===== src/hdl/lis_pkg.sv =====
// Shared types, constants and control structs for the increasing subsequence core.
package lis_pkg;

  localparam int unsigned MaxItemsDef = 64;
  localparam int unsigned ValW        = 31;
  localparam int unsigned PosW        = 6;
  localparam int unsigned LenW        = 7;

  typedef logic signed [ValW-1:0] value_t;

  // Largest magnitude kept, and the minus-infinity marker for a chain start.
  localparam value_t ValMax = {1'b0, {(ValW-1){1'b1}}};
  localparam value_t NegSat = {1'b1, {(ValW-2){1'b0}}, 1'b1};
  localparam value_t NegInf = {1'b1, {(ValW-1){1'b0}}};

  typedef struct packed {
    logic signed [ValW-1:0] value;
    logic                   last;
  } in_item_t;

  typedef struct packed {
    logic signed [ValW-1:0] element;
    logic [PosW-1:0]        position;
    logic [LenW-1:0]        length;
    logic                   final_res;
  } out_item_t;

  typedef enum logic [6:0] {
    StIdle   = 7'b0000001,
    StSearch = 7'b0000010,
    StInsert = 7'b0000100,
    StTail   = 7'b0001000,
    StInit   = 7'b0010000,
    StWalk   = 7'b0100000,
    StClear  = 7'b1000000
  } state_e;

  typedef struct packed {
    logic load;
    logic search;
    logic insert;
    logic tail_fetch;
    logic walk_init;
    logic walk;
    logic clear;
  } cmd_t;

  typedef struct packed {
    logic in_last;
    logic store_full;
    logic search_done;
    logic run_last;
    logic empty;
    logic walk_done;
    logic out_stall;
  } status_t;

endpackage


===== src/hdl/lis_ctrl.sv =====
// Controller: sequences search, insert and the backward walk of each run.
module lis_ctrl (
  input  logic             clk_i,
  input  logic             rst_ni,
  input  logic             in_valid_i,
  output logic             in_ready_o,
  input  lis_pkg::status_t status_i,
  output lis_pkg::cmd_t    cmd_o
);
  import lis_pkg::*;

  state_e state_q, state_d;

  assign in_ready_o = (state_q == StIdle);

  always_comb begin
    state_d = state_q;
    cmd_o   = '0;
    unique case (state_q)
      StIdle: begin
        if (in_valid_i) begin
          cmd_o.load = 1'b1;
          if (!status_i.store_full) begin
            state_d = StSearch;
          end else if (status_i.in_last) begin
            // Drop the value but still rebuild over what is stored
            state_d = StTail;
          end
        end
      end
      StSearch: begin
        cmd_o.search = 1'b1;
        if (status_i.search_done) state_d = StInsert;
      end
      StInsert: begin
        cmd_o.insert = 1'b1;
        state_d = status_i.run_last ? StTail : StIdle;
      end
      StTail: begin
        cmd_o.tail_fetch = 1'b1;
        state_d = status_i.empty ? StClear : StInit;
      end
      StInit: begin
        cmd_o.walk_init = 1'b1;
        state_d = StWalk;
      end
      StWalk: begin
        // Hold while a result waits for its transfer
        if (!status_i.out_stall) begin
          cmd_o.walk = 1'b1;
          if (status_i.walk_done) state_d = StClear;
        end
      end
      StClear: begin
        cmd_o.clear = 1'b1;
        state_d = StIdle;
      end
      default: begin
        state_d = StIdle;
      end
    endcase
  end

  always_ff @(posedge clk_i or negedge rst_ni) begin
    if (!rst_ni) begin
      state_q <= StIdle;
    end else begin
      state_q <= state_d;
    end
  end

endmodule


===== config.mk =====
export PLATFORM = sky130hd
export DESIGN_NAME = lis_ctrl
export DESIGN_NICKNAME = d
export VERILOG_FILES = /design/src/hdl/lis_pkg.sv /design/src/hdl/lis_ctrl.sv
export SDC_FILE = /design/constraint.sdc
export NUM_CORES = 1
export LEC_CHECK = 0
export ABC_AREA = 1
export BUFFER_PORTS_ARGS = -buffer_cell sky130_fd_sc_hd__buf_2
export CAP_MARGIN = 40
export CORE_AREA = 2 2 39 41
export DETAILED_ROUTE_END_ITERATION = 6
export DIE_AREA = 0 0 41 43
export PLACE_DENSITY_LB_ADDON = 0.08
export SYNTH_ARGS = -nofsm -noshare
export SYNTH_HDL_FRONTEND = slang
export SYNTH_SLANG_ARGS = --single-unit

===== constraint.sdc =====
create_clock -name clk_i -period 1.7 [get_ports clk_i]
set_clock_uncertainty 0.1 [all_clocks]
set_input_delay 0.085 -clock clk_i [delete_from_list [all_inputs] [get_ports clk_i]]
set_output_delay 0.085 -clock clk_i [all_outputs]
set_load 0.02 [all_outputs]

==> reports/qor.txt, run 1 <==
Area of the multi-input gates - 299 µm²
Synth cell types - 16
Final Net Count - 120
Yosys reg bits - 7
DRT antenna net count - 0
Top cell type's share of synthesized area - 0.276
RePlAce Congestion - 0.757
Die area - 1760 µm²
Cell breakdown of the critical path - inv_2 -> nand3_4 -> nor2_2 -> buf_2
Cell Pwr Density - 1450 nW/µm²
Final worst-path cycle share - 0.899
Post-Syn Nets - 95
Starting Density - 0.393
Vias in the first global route - 514
DP Area - 649 µm²
CP arrival - 1340 ps
Worst-Margin Slew - 201 ps
Buffers added on ports - 17
Synth Flop Type - dfrtp_1
Total number of vias - 542
Status - finished, final reports clean
WL final - 1280 µm
Top-level port count - 18
Routed len/inst - 10.3 µm
FILL cells - 154
Rel. slew slack - 0.866
Total GRT Usage - 0.191
Worst Path Required - 1510 ps
Ratio of cells with drive above 1 in the final layout - 0.339
Min Tclk post-route - 1530 ps
Most frequent cell after synthesis - nand2_1
Async set-reset flop share out of synthesis - 1.00
CP bufs+invs - 2
FF/Latch Area - 176 µm²
# Post-CTS Setup Buffers - 0
Max Cap Violations - 0
Largest register FFs - 7
Unrepaired setup endpoints after global routing - no
Die X - 41 µm
CTS Root Cell - clkbuf_4
Area contributors post-synth - dfrtp_1 28%, nand2_1 14%, nor2_1 11%
Grt total ovfl - 0
Sequential fraction of the synthesis area - 0.324
First-pass GRT wire length - 2130 µm
Setup Viol. Count Final - 0
Commonest cells post-synth - 21 x nand2_1, 16 x nor2_1, 15 x inv_1, 6 x dfrtp_1, 5 x nand3_1
Critical path launch point type - register
Critical path's slowest cell - dfrtp_1
Core area - 1380 µm²
Post-synth EDFFs - 0
Count of final hold-check violations - 0
Clk sinks - 7
Crit Path Class - reg -> out
Synth warn - 0
Area growth, synth to finish - 30.1%
Clock Pin Slew Worst Setup and Hold Paths - 50 ps
Die H - 43 µm
Sum Neg Setup Slack - 0 ps
Slew Viols, Final - 0
TritonCTS clock tree - done
Top cell type by total area after synthesis - dfrtp_1
Longest Clk Path Bufs - 2
Initial antenna violation count - 0
DRC violations left - 0
Leak - 0.416 nW
Critical Path Sink Type - output port
Via/cell ratio - 4.34
Mapped Cells - 85
Post-Syn Area - 544 µm²
Top flop regs - state_q x7
Drt first pass iters - 3
Finished Cell Area - 708 µm²
Synthesized area per cell - 6.40 µm²
Post-DP HPWL - 1040 µm
Crit path max fanout - 6
Max rail drop VDD - 0.635 mV
Critical path's top delay family - flip-flops
Reg with most FFs - state_q
CP peak stage delay - 400 ps
Antenna diodes - 0
Max Fclk - 654 MHz
Worst-Skew Late Latency - 250 ps
Initial drt markers - 4
Hold crit path type - in -> reg
Number of buffers created by CTS - 3
H-tree levels - 1
Largest net degree at the start of global routing - 8
Row cnt - 14
cell type report:
| cell class | instances | area share |
|---|---|---|
| Multi-Input combinational cell | 59 | 0.422 |
| Tap cell | 16 | 0.0283 |
| Inverter | 19 | 0.101 |
| Sequential cell | 7 | 0.249 |
| Timing Repair Buffer | 20 | 0.163 |
| Clock buffer | 4 | 0.0371 |
kinds of logic (layout without fill, tap and decap cells):
family          count (synthesis)  in the layout  share of synthesized area
flops                           7              7                      0.324
buf+inv                        19             43                      0.131
compound gates                  2              2                     0.0184
simple gates                   57             57                      0.526
per-stage QoR:
step	util	hold slack [ps]	power, mW	cells	setup WS [ps]
after detailed placement	0.469	-172	0.872	118	304
after floorplan	-	-311	0.726	85	300
after global placement	0.469	-168	0.872	118	300
final	0.512	32.5	1.03	125	172
after CTS	0.510	23.5	1.04	125	110
after global routing	0.512	41.5	1.13	125	28.5
worst reg2reg max path, cell delays in order (launching register included):
cell	delay, ps
dfstp_2	590
inv_1	60
nand2_1	50
nor2_1	40
nand3_1	80
nand2_1	70
inv_1	90
nand3_2	120
nand2_1	80
nand2_1	50
layout by cell type, fill, tap and decap left out, drive strengths merged:
cell type / netlist / layout
buf: 0 / 17
clkbuf: 0 / 4
clkinv: 1 / 1
dfrtp: 6 / 6
dfstp: 1 / 1
dlygate4sd3: 0 / 3
inv: 18 / 18
nand2: 23 / 23
nand3: 9 / 9
nor2: 22 / 22
nor3: 3 / 3
o21ai: 2 / 2
routing by layer:
metal / track usage / up-vias / wire length, µm
met1: 0.217 / 226 / 560
met5: 0 / - / 0
li1: - / 300 / -
met3: 0.0366 / 2 / 61
met2: 0.288 / 14 / 646
met4: 0.160 / 0 / 15
path summary, 6_finish.rpt:
kind                                   startpoint                endpoint  slack (ps)  cells after the start
setup / recovery           state_q[6]$_DFFE_PN0P_                cmd_o[5]         170                      4
hold / removal                        status_i[5]  state_q[1]$_DFFE_PN0P_          30                      4
setup reg to reg           state_q[0]$_DFFE_PN1P_  state_q[0]$_DFFE_PN1P_         300                      9
hold reg to reg            state_q[0]$_DFFE_PN1P_  state_q[0]$_DFFE_PN1P_         420                      2
max in group asynchronous                  rst_ni  state_q[0]$_DFFE_PN1P_        1150                      2
min in group asynchronous                  rst_ni  state_q[2]$_DFFE_PN0P_         120                      2
power breakdown:
| part | switching (mW) | internal [mW] | leakage [nW] | total [mW] |
|---|---|---|---|---|
| clock network | 0.0599 | 0.0895 | 0.0150 | 0.149 |
| logic | 0.396 | 0.206 | 0.308 | 0.602 |
| registers | 0.0534 | 0.220 | 0.0928 | 0.274 |
| total | 0.509 | 0.516 | 0.416 | 1.03 |
what timing repair did:
item	in CTS	in global routing
hold buffers	3	0
gates resized for setup	0	1
endpoints found under the hold margin	9	0
setup endpoints to repair	0	1
Power figures use the tool's default switching activity.
==> inputs of run 2 (changes only) <==
==> constraint.sdc (replaced) <==
create_clock -name clk_i -period 1.7 [get_ports clk_i]
set_clock_uncertainty 0.1 [all_clocks]
set_input_delay 0.34 -clock clk_i [delete_from_list [all_inputs] [get_ports clk_i]]
set_output_delay 0.34 -clock clk_i [all_outputs]
set_load 0.02 [all_outputs]
==> reports/qor.txt, run 2 (synthesis results as in run 1) <==
Die X - 41 µm (unchanged)
Crit Path Class - reg -> out (unchanged)
Portion of total power attributed to sequential cells - 0.216 (was 0.267)
Largest register FFs - 7 (unchanged)
Die H - 43 µm (unchanged)
CP dominant cell by count - nor2_4
Longest Clk Path Bufs - 2 (unchanged)
Starting Density - 0.393 (unchanged)
Max Fclk - 574 MHz (was 654 MHz)
Initial antenna violation count - 0 (unchanged)
Unrepaired setup endpoints after global routing - yes (was no)
CP arrival - 1300 ps (was 1340 ps)
Sw power - 0.593 mW (was 0.509 mW)
Clock share of power - 0.116 (was 0.146)
Power share of the combinational group - 0.668 (was 0.587)
Hold crit path type - in -> reg (unchanged)
Buffers added on ports - 17 (unchanged)
Setup Viol. Count Final - 3 (was 0)
Routed len/inst - 9.98 µm (was 10.3 µm)
Post-DP HPWL - 988 µm (was 1040 µm)
RePlAce Congestion - 0.742 (was 0.757)
Clk sinks - 7 (unchanged)
First-pass GRT wire length - 2020 µm (was 2130 µm)
Crit path max fanout - 4 (was 6)
Cell Pwr Density - 1480 nW/µm² (was 1450 nW/µm²)
Number of buffers created by CTS - 3 (unchanged)
Top flop regs - state_q x7 (unchanged)
Cell breakdown of the critical path - nor2_4 -> nand2_4 -> nor2_4 -> inv_2 -> nor2_2 -> buf_6 (was inv_2 -> nand3_4 -> nor2_2 -> buf_2)
Final Net Count - 130 (was 120)
Top-level port count - 18 (unchanged)
Commonest non-fill, non-tap cell in the layout - nand2_1 (unchanged)
Antenna diodes - 0 (unchanged)
Vias in the first global route - 516 (was 514)
Count of final hold-check violations - 0 (unchanged)
Via/cell ratio - 4.47 (was 4.34)
Total number of vias - 603 (was 542)
Final worst-path cycle share - 1.03 (was 0.899)
Min Tclk post-route - 1740 ps (was 1530 ps)
H-tree levels - 1 (unchanged)
Critical path's top delay family - simple AND/OR/NAND/NOR gates (was flip-flops)
Rel. slew slack - 0.880 (was 0.866)
Dpl ws - 177 ps (was 304 ps)
Largest net degree at the start of global routing - 8 (unchanged)
Worst Path Required - 1260 ps (was 1510 ps)
Failing checks - negative setup slack
Grt total ovfl - 0 (unchanged)
Status - finished, violations left (was finished, final reports clean)
Reg2Reg Depth - 11 (was 9)
DRC violations left - 0 (unchanged)
Worst-Margin Slew - 178 ps (was 201 ps)
CTS Root Cell - clkbuf_4 (unchanged)
CP bufs+invs - 2 (unchanged)
Drt first pass iters - 4 (was 3)
Die area - 1760 µm² (unchanged)
Critical path launch point type - register (unchanged)
Number of stages on the worst setup path - 6 (was 4)
CP peak stage delay - 400 ps (about the same)
Sum Neg Setup Slack - -65.5 ps (was 0 ps)
Net Sw Frac - 0.466 (was 0.497)
Cell count of the worst hold path - 2 (was 4)
Hold slack - 163 ps (was 32.5 ps)
Clock Pin Slew Worst Setup and Hold Paths - 50 ps (about the same)
WL final - 1350 µm (was 1280 µm)
Critical path's slowest cell - dfrtp_1 (unchanged)
FF/Latch Area - 176 µm² (unchanged)
Leak - 0.472 nW (was 0.416 nW)
FILL cells - 136 (was 154)
Max Cap Violations - 0 (unchanged)
Critical Path Sink Type - output port (unchanged)
Initial drt markers - 5 (was 4)
Slew Viols, Final - 0 (unchanged)
Total GRT Usage - 0.171 (was 0.191)
Final setup margin - -43.3 ps (was 172 ps)
Reg with most FFs - state_q (unchanged)
Area of the multi-input gates - 339 µm² (was 299 µm²)
Max rail drop VDD - 0.836 mV (was 0.635 mV)
Area growth, synth to finish - 57.7% (was 30.1%)
Row cnt - 14 (unchanged)
Commonest non-fill, non-tap cells in the layout - 20 x nand2_1, 13 x inv_1, 13 x buf_4, 10 x nor2_1, 10 x buf_2 (was 21 x nand2_1, 17 x buf_2, 15 x inv_1, 15 x nor2_1, 6 x dfrtp_1)
Core area - 1380 µm² (unchanged)
Internal power - 0.678 mW (was 0.516 mW)
Ratio of cells with drive above 1 in the final layout - 0.479 (was 0.339)
TritonCTS clock tree - done (unchanged)
DRT antenna net count - 0 (unchanged)
Worst-Skew Late Latency - 250 ps (about the same)
[run 2: cell types whose count changed in the layout (fill, tap and decap cells not counted)]
| cell | before | now |
|---|---|---|
| buf_2 | 17 | 10 |
| buf_4 | 0 | 13 |
| nor2_1 | 15 | 10 |
| inv_2 | 3 | 5 |
| inv_1 | 15 | 13 |
| nor2_2 | 5 | 6 |
| nand2_4 | 0 | 1 |
| nand2_1 | 21 | 20 |
| dlygate4sd3_1 | 3 | 1 |
| buf_6 | 0 | 6 |
| nor2_4 | 2 | 6 |
[run 2: what timing repair did]
| action | 4_1_cts | 5_1_grt |
|---|---|---|
| hold endpoints to repair | 6 | 0 |
| endpoints found under the setup margin | 4 | 8 |
| pin swaps | 3 | 7 |
| cloned | 0 | 0 |
| buffers inserted | 4 | 6 |
| gates resized for setup | 3 | 24 |
| hold buffers | 1 | 0 |
[run 2: final cells by class]
| cell class | instances | area share |
|---|---|---|
| sequential | 7 | 0.206 |
| clock buffer | 4 | 0.0306 |
| multi-input combinational | 59 | 0.395 |
| tap | 16 | 0.0233 |
| timing repair buffer | 30 | 0.262 |
| inverter | 19 | 0.0831 |
[run 2: power groups by stage]
stage / Sequential [mW] / Clock (mW) / Combinational (mW)
detailed placement: 0.276 / 0 / 0.600
CTS: 0.268 / 0.154 / 0.686
global placement: 0.273 / 0 / 0.602
floorplan: 0.266 / 0 / 0.461
finish: 0.274 / 0.147 / 0.850
global route: 0.281 / 0.166 / 0.936
[run 2: worst paths after layout]
path                                   startpoint                     end  slack (ps)
max in group asynchronous                  rst_ni  state_q[0]$_DFFE_PN1P_         900
setup / recovery           state_q[3]$_DFFE_PN0P_                cmd_o[1]         -40
setup reg to reg           state_q[0]$_DFFE_PN1P_  state_q[0]$_DFFE_PN1P_         150
hold / removal                        status_i[2]  state_q[4]$_DFFE_PN0P_         160
hold reg to reg            state_q[0]$_DFFE_PN1P_  state_q[0]$_DFFE_PN1P_         410
min in group asynchronous                  rst_ni  state_q[1]$_DFFE_PN0P_         370
[run 2: per-stage QoR]
step                cells  utilization  area, µm²  total power [mW]
floorplan              85            -        544             0.726
global placement      120        0.480        664             0.875
detailed placement    120        0.480        664             0.876
CTS                   129        0.533        738              1.11
global route          135        0.620        858              1.38
finish                135        0.620        858              1.27
[run 2: routing by layer]
| layer | vias to the layer above | track usage | share of wire |
|---|---|---|---|
| met5 | - | 0 | 0 |
| met4 | 0 | 0.100 | 0.013 |
| met3 | 2 | 0.0157 | 0.053 |
| met2 | 20 | 0.253 | 0.48 |
| met1 | 258 | 0.231 | 0.46 |
| li1 | 323 | - | - |
